--- src/hdl/ebd_pkg.sv ---
// Package for the exponential backoff delay block.
// Holds field widths, register indexes, reset values and the jitter constants.
// No dependencies.
package ebd_pkg;

    // Default values of the top level parameters.
    localparam int DELAY_BITS_DEF       = 32;
    localparam int GROWTH_FRAC_BITS_DEF = 12;

    // Port field widths.
    localparam int ATTEMPT_W   = 10;
    localparam int DELAY_OUT_W = 32;
    localparam int CFG_IDX_W   = 2;
    localparam int CFG_DATA_W  = 32;
    localparam int GROWTH_W    = 16;
    localparam int JITTER_W    = 17;

    // The working value carries this many fraction bits.
    localparam int VAL_FRAC = 16;

    // Shared multiplier operand and product widths.
    localparam int MUL_A_W = 32;
    localparam int MUL_B_W = 33;
    localparam int MUL_P_W = MUL_A_W + MUL_B_W;

    // Configuration register indexes.
    localparam logic [CFG_IDX_W-1:0] REG_INITIAL = 2'd0;
    localparam logic [CFG_IDX_W-1:0] REG_MAX     = 2'd1;
    localparam logic [CFG_IDX_W-1:0] REG_GROWTH  = 2'd2;
    localparam logic [CFG_IDX_W-1:0] REG_JITTER  = 2'd3;

    // Register reset values.
    localparam logic [CFG_DATA_W-1:0] INITIAL_RST = 32'd100;
    localparam logic [CFG_DATA_W-1:0] MAX_RST     = 32'd30000;
    localparam logic [GROWTH_W-1:0]   GROWTH_RST  = 16'd8192;
    localparam logic [JITTER_W-1:0]   JITTER_RST  = 17'd0;

    // Jitter: a fraction of one in UQ1.16, and the Weyl sequence step.
    localparam logic [JITTER_W-1:0] JIT_ONE   = 17'h10000;
    localparam logic [63:0]         WEYL_STEP = 64'h9E3779B97F4A7C15;

    // Product of the shared multiplier.
    typedef logic [MUL_P_W-1:0] mul_prod_t;

endpackage

--- src/hdl/ebd_mul.sv ---
// Registered 32 x 33 unsigned multiplier shared by every product in the block.
// Depends on ebd_pkg for operand and product widths.
module ebd_mul
(
    input  logic                        clk,
    input  logic                        en,
    input  logic [ebd_pkg::MUL_A_W-1:0] a,
    input  logic [ebd_pkg::MUL_B_W-1:0] b,
    output ebd_pkg::mul_prod_t          p
);
    import ebd_pkg::*;

    mul_prod_t p_reg;
    mul_prod_t p_next;

    // One product per enabled cycle, held until the next one.
    assign p_next = MUL_P_W'(a) * MUL_P_W'(b);

    always_ff @(posedge clk)
    begin
        if (en)
        begin
            p_reg <= p_next;
        end
    end

    assign p = p_reg;

endmodule

--- src/hdl/exponential_backoff_delay_top.sv ---
// Top level of the exponential backoff delay block.
// Depends on ebd_pkg and instantiates the shared multiplier ebd_mul.
//
// Usage: an attempt count is taken at a rising edge where start is high and busy
// is low. The block then stays busy while a small sequencer drives one shared
// registered 32 x 33 multiplier. Each growth step runs two partial products of
// the working value by the growth factor, a sum with shift and cap compare, and
// a check; steps stop early once the value reaches the cap or the growth factor
// is one, and at most attempt_count - 1 steps run. Jitter, when enabled and the
// value is not zero, adds the draw, the magnitude product, two partial products
// of the value, a sum and the apply step. The delay leaves on delay_ms with a
// one cycle done beat; a zero attempt count answers with a zero delay. busy
// falls in the cycle that done is shown, so a new start can be taken in that
// same cycle. The receiver cannot stall: done is shown for one cycle only.
// Configuration writes are taken at any edge with cfg_we high and are meant for
// idle periods. Reset loads the register defaults and the Weyl counter seed and
// leaves the block idle.
module exponential_backoff_delay_top
#(
    parameter int DELAY_BITS       = ebd_pkg::DELAY_BITS_DEF,
    parameter int GROWTH_FRAC_BITS = ebd_pkg::GROWTH_FRAC_BITS_DEF
)
(
    input  logic                            clk,
    input  logic                            rst_n,
    input  logic                            start,
    output logic                            busy,
    input  logic [ebd_pkg::ATTEMPT_W-1:0]   attempt_count,
    output logic                            done,
    output logic [ebd_pkg::DELAY_OUT_W-1:0] delay_ms,
    input  logic                            cfg_we,
    input  logic [ebd_pkg::CFG_IDX_W-1:0]   cfg_index,
    input  logic [ebd_pkg::CFG_DATA_W-1:0]  cfg_data
);
    import ebd_pkg::*;

    // Working value width, stored delay register width, growth width.
    localparam int VW   = DELAY_BITS + VAL_FRAC;
    localparam int IW   = (DELAY_BITS < CFG_DATA_W) ? DELAY_BITS : CFG_DATA_W;
    localparam int GW   = GROWTH_W + 1;
    localparam int GPW  = VW + GW;
    localparam int PADW = 2 * MUL_A_W;

    localparam logic [GW-1:0] G_ONE = GW'(1) << GROWTH_FRAC_BITS;

    // Sequencer states.
    localparam logic [3:0] S_IDLE   = 4'd0;
    localparam logic [3:0] S_CHECK  = 4'd1;
    localparam logic [3:0] S_GLO    = 4'd2;
    localparam logic [3:0] S_GHI    = 4'd3;
    localparam logic [3:0] S_GSUM   = 4'd4;
    localparam logic [3:0] S_JM     = 4'd5;
    localparam logic [3:0] S_JLO    = 4'd6;
    localparam logic [3:0] S_JHI    = 4'd7;
    localparam logic [3:0] S_JSUM   = 4'd8;
    localparam logic [3:0] S_JAPPLY = 4'd9;

    // Control and configuration state.
    logic [3:0]           state_reg, state_next;
    logic [ATTEMPT_W-1:0] rem_reg, rem_next;
    logic                 done_reg, done_next;
    logic [63:0]          weyl_reg, weyl_next;
    logic [IW-1:0]        initial_reg;
    logic [IW-1:0]        max_reg;
    logic [GROWTH_W-1:0]  growth_reg;
    logic [JITTER_W-1:0]  jitter_reg;

    // Datapath registers.
    logic [VW-1:0]          v_reg, v_next;
    logic [VW-1:0]          cap_reg, cap_next;
    logic [GW-1:0]          g_reg, g_next;
    logic [JITTER_W-1:0]    jit_reg, jit_next;
    logic [JITTER_W-1:0]    mag_reg, mag_next;
    logic                   neg_reg, neg_next;
    logic [MUL_B_W-1:0]     m_reg, m_next;
    mul_prod_t              lo_reg, lo_next;
    logic [VW-1:0]          delta_reg, delta_next;
    logic [DELAY_OUT_W-1:0] delay_reg, delay_next;

    // Shared multiplier port.
    logic               mul_en;
    logic [MUL_A_W-1:0] mul_a;
    logic [MUL_B_W-1:0] mul_b;
    mul_prod_t          mul_p;

    // Helper values.
    logic [PADW-1:0]      v_pad;
    logic [MUL_A_W-1:0]   v_lo;
    logic [MUL_A_W-1:0]   v_hi;
    logic [IW-1:0]        cap_ms;
    logic [GPW-1:0]       grow_sum;
    logic [GPW-1:0]       grown;
    logic [VW-1:0]        grow_val;
    logic [63:0]          r1, r2, r3;
    logic [JITTER_W-1:0]  draw;
    logic [VW-1:0]        jit_val;
    logic                 take;

    ebd_mul u_mul
    (
        .clk (clk),
        .en  (mul_en),
        .a   (mul_a),
        .b   (mul_b),
        .p   (mul_p)
    );

    assign take  = start && (state_reg == S_IDLE);
    assign v_pad = PADW'(v_reg);
    assign v_lo  = v_pad[MUL_A_W-1:0];
    assign v_hi  = v_pad[PADW-1:MUL_A_W];

    // Cap is the greater of the maximum and the initial delay.
    assign cap_ms = (max_reg < initial_reg) ? initial_reg : max_reg;

    // Growth step: floor(v * g / 2^frac) from two partial products, saturated at the cap.
    assign grow_sum = (GPW'(mul_p) << MUL_A_W) + GPW'(lo_reg);
    assign grown    = grow_sum >> GROWTH_FRAC_BITS;
    assign grow_val = (grown > GPW'(cap_reg)) ? cap_reg : VW'(grown);

    // Xorshift of the Weyl counter; the top 17 bits form the jitter draw.
    assign r1   = weyl_reg ^ (weyl_reg >> 12);
    assign r2   = r1 ^ (r1 << 25);
    assign r3   = r2 ^ (r2 >> 27);
    assign draw = r3[63:47];

    // Apply the jitter offset, clamped to zero below and to the cap above.
    always_comb
    begin
        if (neg_reg)
        begin
            jit_val = (delta_reg >= v_reg) ? '0 : (v_reg - delta_reg);
        end
        else
        begin
            jit_val = (delta_reg > (cap_reg - v_reg)) ? cap_reg : (v_reg + delta_reg);
        end
    end

    // Sequencer and operand selection.
    always_comb
    begin
        state_next = state_reg;
        rem_next   = rem_reg;
        done_next  = 1'b0;
        weyl_next  = weyl_reg;
        v_next     = v_reg;
        cap_next   = cap_reg;
        g_next     = g_reg;
        jit_next   = jit_reg;
        mag_next   = mag_reg;
        neg_next   = neg_reg;
        m_next     = m_reg;
        lo_next    = lo_reg;
        delta_next = delta_reg;
        delay_next = delay_reg;
        mul_en     = 1'b0;
        mul_a      = v_lo;
        mul_b      = MUL_B_W'(g_reg);

        case (state_reg)
            S_IDLE:
            begin
                if (take)
                begin
                    cap_next = VW'(cap_ms) << VAL_FRAC;
                    g_next   = (GW'(growth_reg) < G_ONE) ? G_ONE : GW'(growth_reg);
                    jit_next = (jitter_reg > JIT_ONE) ? '0 : jitter_reg;
                    if (attempt_count == '0)
                    begin
                        v_next   = '0;
                        rem_next = '0;
                    end
                    else
                    begin
                        v_next   = VW'(initial_reg) << VAL_FRAC;
                        rem_next = attempt_count - ATTEMPT_W'(1);
                    end
                    state_next = S_CHECK;
                end
            end
            S_CHECK:
            begin
                if ((rem_reg != '0) && (g_reg != G_ONE) && (v_reg < cap_reg))
                begin
                    state_next = S_GLO;
                end
                else if ((jit_reg != '0) && (v_reg != '0))
                begin
                    // Draw once and advance the Weyl counter.
                    weyl_next  = weyl_reg + WEYL_STEP;
                    neg_next   = !draw[JITTER_W-1];
                    mag_next   = draw[JITTER_W-1] ? {1'b0, draw[JITTER_W-2:0]}
                                                  : (JIT_ONE - draw);
                    state_next = S_JM;
                end
                else
                begin
                    done_next  = 1'b1;
                    delay_next = DELAY_OUT_W'(v_reg >> VAL_FRAC);
                    state_next = S_IDLE;
                end
            end
            S_GLO:
            begin
                mul_en     = 1'b1;
                mul_a      = v_lo;
                mul_b      = MUL_B_W'(g_reg);
                state_next = S_GHI;
            end
            S_GHI:
            begin
                mul_en     = 1'b1;
                mul_a      = v_hi;
                mul_b      = MUL_B_W'(g_reg);
                lo_next    = mul_p;
                state_next = S_GSUM;
            end
            S_GSUM:
            begin
                v_next     = grow_val;
                rem_next   = rem_reg - ATTEMPT_W'(1);
                state_next = S_CHECK;
            end
            S_JM:
            begin
                mul_en     = 1'b1;
                mul_a      = MUL_A_W'(mag_reg);
                mul_b      = MUL_B_W'(jit_reg);
                state_next = S_JLO;
            end
            S_JLO:
            begin
                mul_en     = 1'b1;
                mul_a      = v_lo;
                mul_b      = mul_p[MUL_B_W-1:0];
                m_next     = mul_p[MUL_B_W-1:0];
                state_next = S_JHI;
            end
            S_JHI:
            begin
                mul_en     = 1'b1;
                mul_a      = v_hi;
                mul_b      = m_reg;
                lo_next    = mul_p;
                state_next = S_JSUM;
            end
            S_JSUM:
            begin
                // delta = floor(v * m / 2^32); it never exceeds v.
                delta_next = VW'(mul_p + (lo_reg >> MUL_A_W));
                state_next = S_JAPPLY;
            end
            S_JAPPLY:
            begin
                v_next     = jit_val;
                done_next  = 1'b1;
                delay_next = DELAY_OUT_W'(jit_val >> VAL_FRAC);
                state_next = S_IDLE;
            end
            default:
            begin
                state_next = S_IDLE;
            end
        endcase
    end

    // Control state, Weyl counter and configuration registers.
    always_ff @(posedge clk or negedge rst_n)
    begin
        if (!rst_n)
        begin
            state_reg   <= S_IDLE;
            rem_reg     <= '0;
            done_reg    <= 1'b0;
            weyl_reg    <= WEYL_STEP;
            initial_reg <= IW'(INITIAL_RST);
            max_reg     <= IW'(MAX_RST);
            growth_reg  <= GROWTH_RST;
            jitter_reg  <= JITTER_RST;
        end
        else
        begin
            state_reg <= state_next;
            rem_reg   <= rem_next;
            done_reg  <= done_next;
            weyl_reg  <= weyl_next;
            if (cfg_we)
            begin
                case (cfg_index)
                    REG_INITIAL: initial_reg <= cfg_data[IW-1:0];
                    REG_MAX:     max_reg     <= cfg_data[IW-1:0];
                    REG_GROWTH:  growth_reg  <= cfg_data[GROWTH_W-1:0];
                    REG_JITTER:  jitter_reg  <= cfg_data[JITTER_W-1:0];
                    default:     ;
                endcase
            end
        end
    end

    // Datapath registers.
    always_ff @(posedge clk)
    begin
        v_reg     <= v_next;
        cap_reg   <= cap_next;
        g_reg     <= g_next;
        jit_reg   <= jit_next;
        mag_reg   <= mag_next;
        neg_reg   <= neg_next;
        m_reg     <= m_next;
        lo_reg    <= lo_next;
        delta_reg <= delta_next;
        delay_reg <= delay_next;
    end

    assign busy     = (state_reg != S_IDLE);
    assign done     = done_reg;
    assign delay_ms = delay_reg;

endmodule

--- config.mk ---
export PLATFORM = sky130hd
export DESIGN_NAME = exponential_backoff_delay_top
export DESIGN_NICKNAME = d
export VERILOG_FILES = /design/src/hdl/ebd_pkg.sv /design/src/hdl/ebd_mul.sv /design/src/hdl/exponential_backoff_delay_top.sv
export SDC_FILE = /design/constraint.sdc
export NUM_CORES = 2
export LEC_CHECK = 0
export BUFFER_PORTS_ARGS = -buffer_cell sky130_fd_sc_hd__clkbuf_2
export CAP_MARGIN = 30
export CORE_UTILIZATION = 35
export DETAILED_ROUTE_END_ITERATION = 16
export GPL_ROUTABILITY_DRIVEN = 1
export GPL_TIMING_DRIVEN = 0
export PLACE_DENSITY = 0.52
export SETUP_SLACK_MARGIN = 0.02
export SKIP_CTS_REPAIR_TIMING = 1
export SLEW_MARGIN = 10
export SYNTH_ARGS = -nofsm -noshare
export SYNTH_HDL_FRONTEND = slang
export SYNTH_SLANG_ARGS = --single-unit
--- constraint.sdc ---
create_clock -name clk -period 21.5 [get_ports clk]
set_input_delay 3.225 -clock clk [delete_from_list [all_inputs] [get_ports clk]]
set_output_delay 3.225 -clock clk [all_outputs]
set_load 0.005 [all_outputs]
==> results.md <==
* Fin nets at just over 9000
* CP arrival at 12960 ps
* Gate Count Post-Synth at 7321
* CP max stage cell: a211oi_1
* Total grt overflow at 0
* Filler cells at 19400
* Reg clk slew, reported paths at approximately 60 ps
* WL final at approximately 280 mm
* GR Util All Layers at 28.0%
* Slew headroom at around 1.1%
* Initial DRT Pass Iterations at 8
* RSZ-0062 raised after global routing: no
* Via count at approximately 57000
* DRT iter0 DRCs at 6418
* Top-count cell post-synth: inv_1
* Die X-Extent at 443 µm
* Mapped Area at 68200 µm²
* Async SR Flop Fraction at 32.7%
* Worst setup margin at 8960 ps
* Max-cap violations at 0
* Die H at 443 µm
* Synthesis warning total at 0
* Tmin final at 12540 ps
* # DRC at 0
* Min-delay worst type: register to register
* Register area share after synthesis at about 22%
* Crit-path most repeated cell: fa_1
* DP HPWL at approximately 230 mm
* Hold Fails Final Rpt at 0
* IO Pins at 82
* Worst Skew at 51.8 ps
* Initial antenna violation count at 24
* Row count at 161
* Largest net degree at the start of global routing at slightly below 100
* Area leader, netlist: fa_1
* CTS buffer count at 58
* Routed len/inst at around 27 µm
* CTS tree: done
* First-pass GRT wire length at 397 mm
* Clock Latency Late Sink at about 700 ps
* Syn-to-layout area delta at 10.7%
* Critical path type: register to register
* Initial Utilization at 35.3%
* Routed Antenna Nets at 0
* Predominant post-synthesis flop cell: edfxtp_1
* Post-synth cell types at 90
* Area contributors post-synth: fa_1 27%, edfxtp_1 16%, ha_1 9.9%
* Crit path max fanout at 10
* Max incr delay on CP at about 860 ps
* H-Tree Depth at 2
* Setup crit start kind: register
* Core area at 193000 µm²
* Layout cells sized above 1 at under 10%
* Final setup vio count at 0
* Max reg flops at 65
* FF-to-FF setup slack at 8960 ps
* Vias in the first global route at 55700
* Synth top area share at 27.3%
* GP Congestion at 1.00
* Routed vias/inst at 5.60
* Clock Sinks at 538
* Status: complete, no violations
* Most frequent cells after synthesis: 1162 x inv_1, 929 x fa_1, 868 x nand2_1
* Number of flops mapped to enable cells by yosys at about 360
* Die area at 197000 µm²
* Max Clock Freq at between 70 and 80 MHz
* Final worst-path cycle share at 58.3%
* DP Worst Slack at roughly 9300 ps
* Register bit count reported by yosys at 538
* Req. time, crit path at 21910 ps
* CTS max path bufs at 3
* CP endpoint kind: register
* Post-Syn Nets at 8838
* Fin Setup TNS at 0 ps
* IO Port Bufs at 81
* Worst Tran Pin Value at 1480 ps
* Final Max Slew Viols at 0
* Syn_area_per_cell at 9.31 µm²
* CTS root buf: clkbuf_16
layer usage:
metal | vias to the layer above | GRT usage (%) | part of all wire [%]
met3 | 569 | 6.36 | 11
met5 | - | 0 | 0.034
met1 | 28900 | 38.7 | 41
li1 | 24600 | - | -
met4 | 16 | 12.9 | 5.8
met2 | 2843 | 41.3 | 42
layout make-up:
class | instances | area (µm²) | area share [%]
Clock buffer | 86 | 1670 | 2.21
Buffer | 339 | 1320 | 1.75
Timing Repair Buffer | 190 | 1740 | 2.30
Sequential cell | 538 | 15300 | 20.3
Multi-Input combinational cell | 5280 | 47600 | 63.0
Clock inverter | 24 | 319 | 0.423
Antenna cell | 5 | 12.5 | 0.0166
Tap cell | 2526 | 3160 | 4.19
Inverter | 1164 | 4370 | 5.79
cells by family after synthesis:
family | share of synthesized area [%]
mux | 2.45
buf+inv | 8.33
compound gates | 11.7
fa+ha+maj | 37.2
xor+xnor | 3.90
simple gates | 13.9
flops | 22.5
final timing paths:
path | from | endpoint | cells after the start
hold reg to reg | u_mul.p[60] | lo_reg[60] | 0
max in group asynchronous | rst_n | max_reg[29] | 3
setup / recovery | state_reg[0] | u_mul.p[60] | 30
setup reg to reg | state_reg[0] | u_mul.p[60] | 30
min in group asynchronous | rst_n | weyl_reg[16] | 2
hold / removal | u_mul.p[60] | lo_reg[60] | 0
stage by stage:
stage	area, µm²	instances	utilization [%]	hold slack [ps]
5_1_grt	75500	10100	39.1	424
3_3_place_gp	71800	9928	37.2	403
6_report	75500	10200	39.1	418
2_1_floorplan	68200	7321	-	400
3_5_place_dp	73400	10000	38.0	406
4_1_cts	75400	10100	39.1	421
worst max-delay path: cells and delay by family (launching register included):
kind                       cells  cell delay [ps]
adders and majority gates      9             4500
AOI/OAI and AO/OA              8             2740
buffers and inverters          7             2490
and+or+nand+nor                5             1990
DFF                            1              390
xor gates and xnor gates       1              140
cells in the final DEF (no fill, tap or decap), types with 23 or more instances in the layout:
master     instances
and3_1            41
clkbuf_1         320
xnor2_1          185
buf_8             27
buf_2             23
a31oi_1           30
buf_6             39
a221o_1           48
o21a_1            28
a21oi_1          304
nand3_1           76
buf_4             24
inv_1           1161
clkbuf_16         59
xor2_1           106
o22ai_1           25
nor3_1            70
nand4_1           58
o21ai_0          206
a211oi_1          40
nor2b_1           72
ha_1             540
mux2i_1           36
o211ai_1          41
dfstp_2           49
o21bai_1          42
a21o_1           124
a22oi_1           26
dfrtp_1          127
a22o_1            25
fa_1             929
nand2b_1          42
clkbuf_2          80
edfxtp_1         362
mux2_2           103
a221oi_1          23
nor4_1            46
or3_1             31
nand2_1          868
nor2_1           746
Power is not shown: default switching activity piles up to over one toggle a cycle in this logic, so the estimate is an artifact.
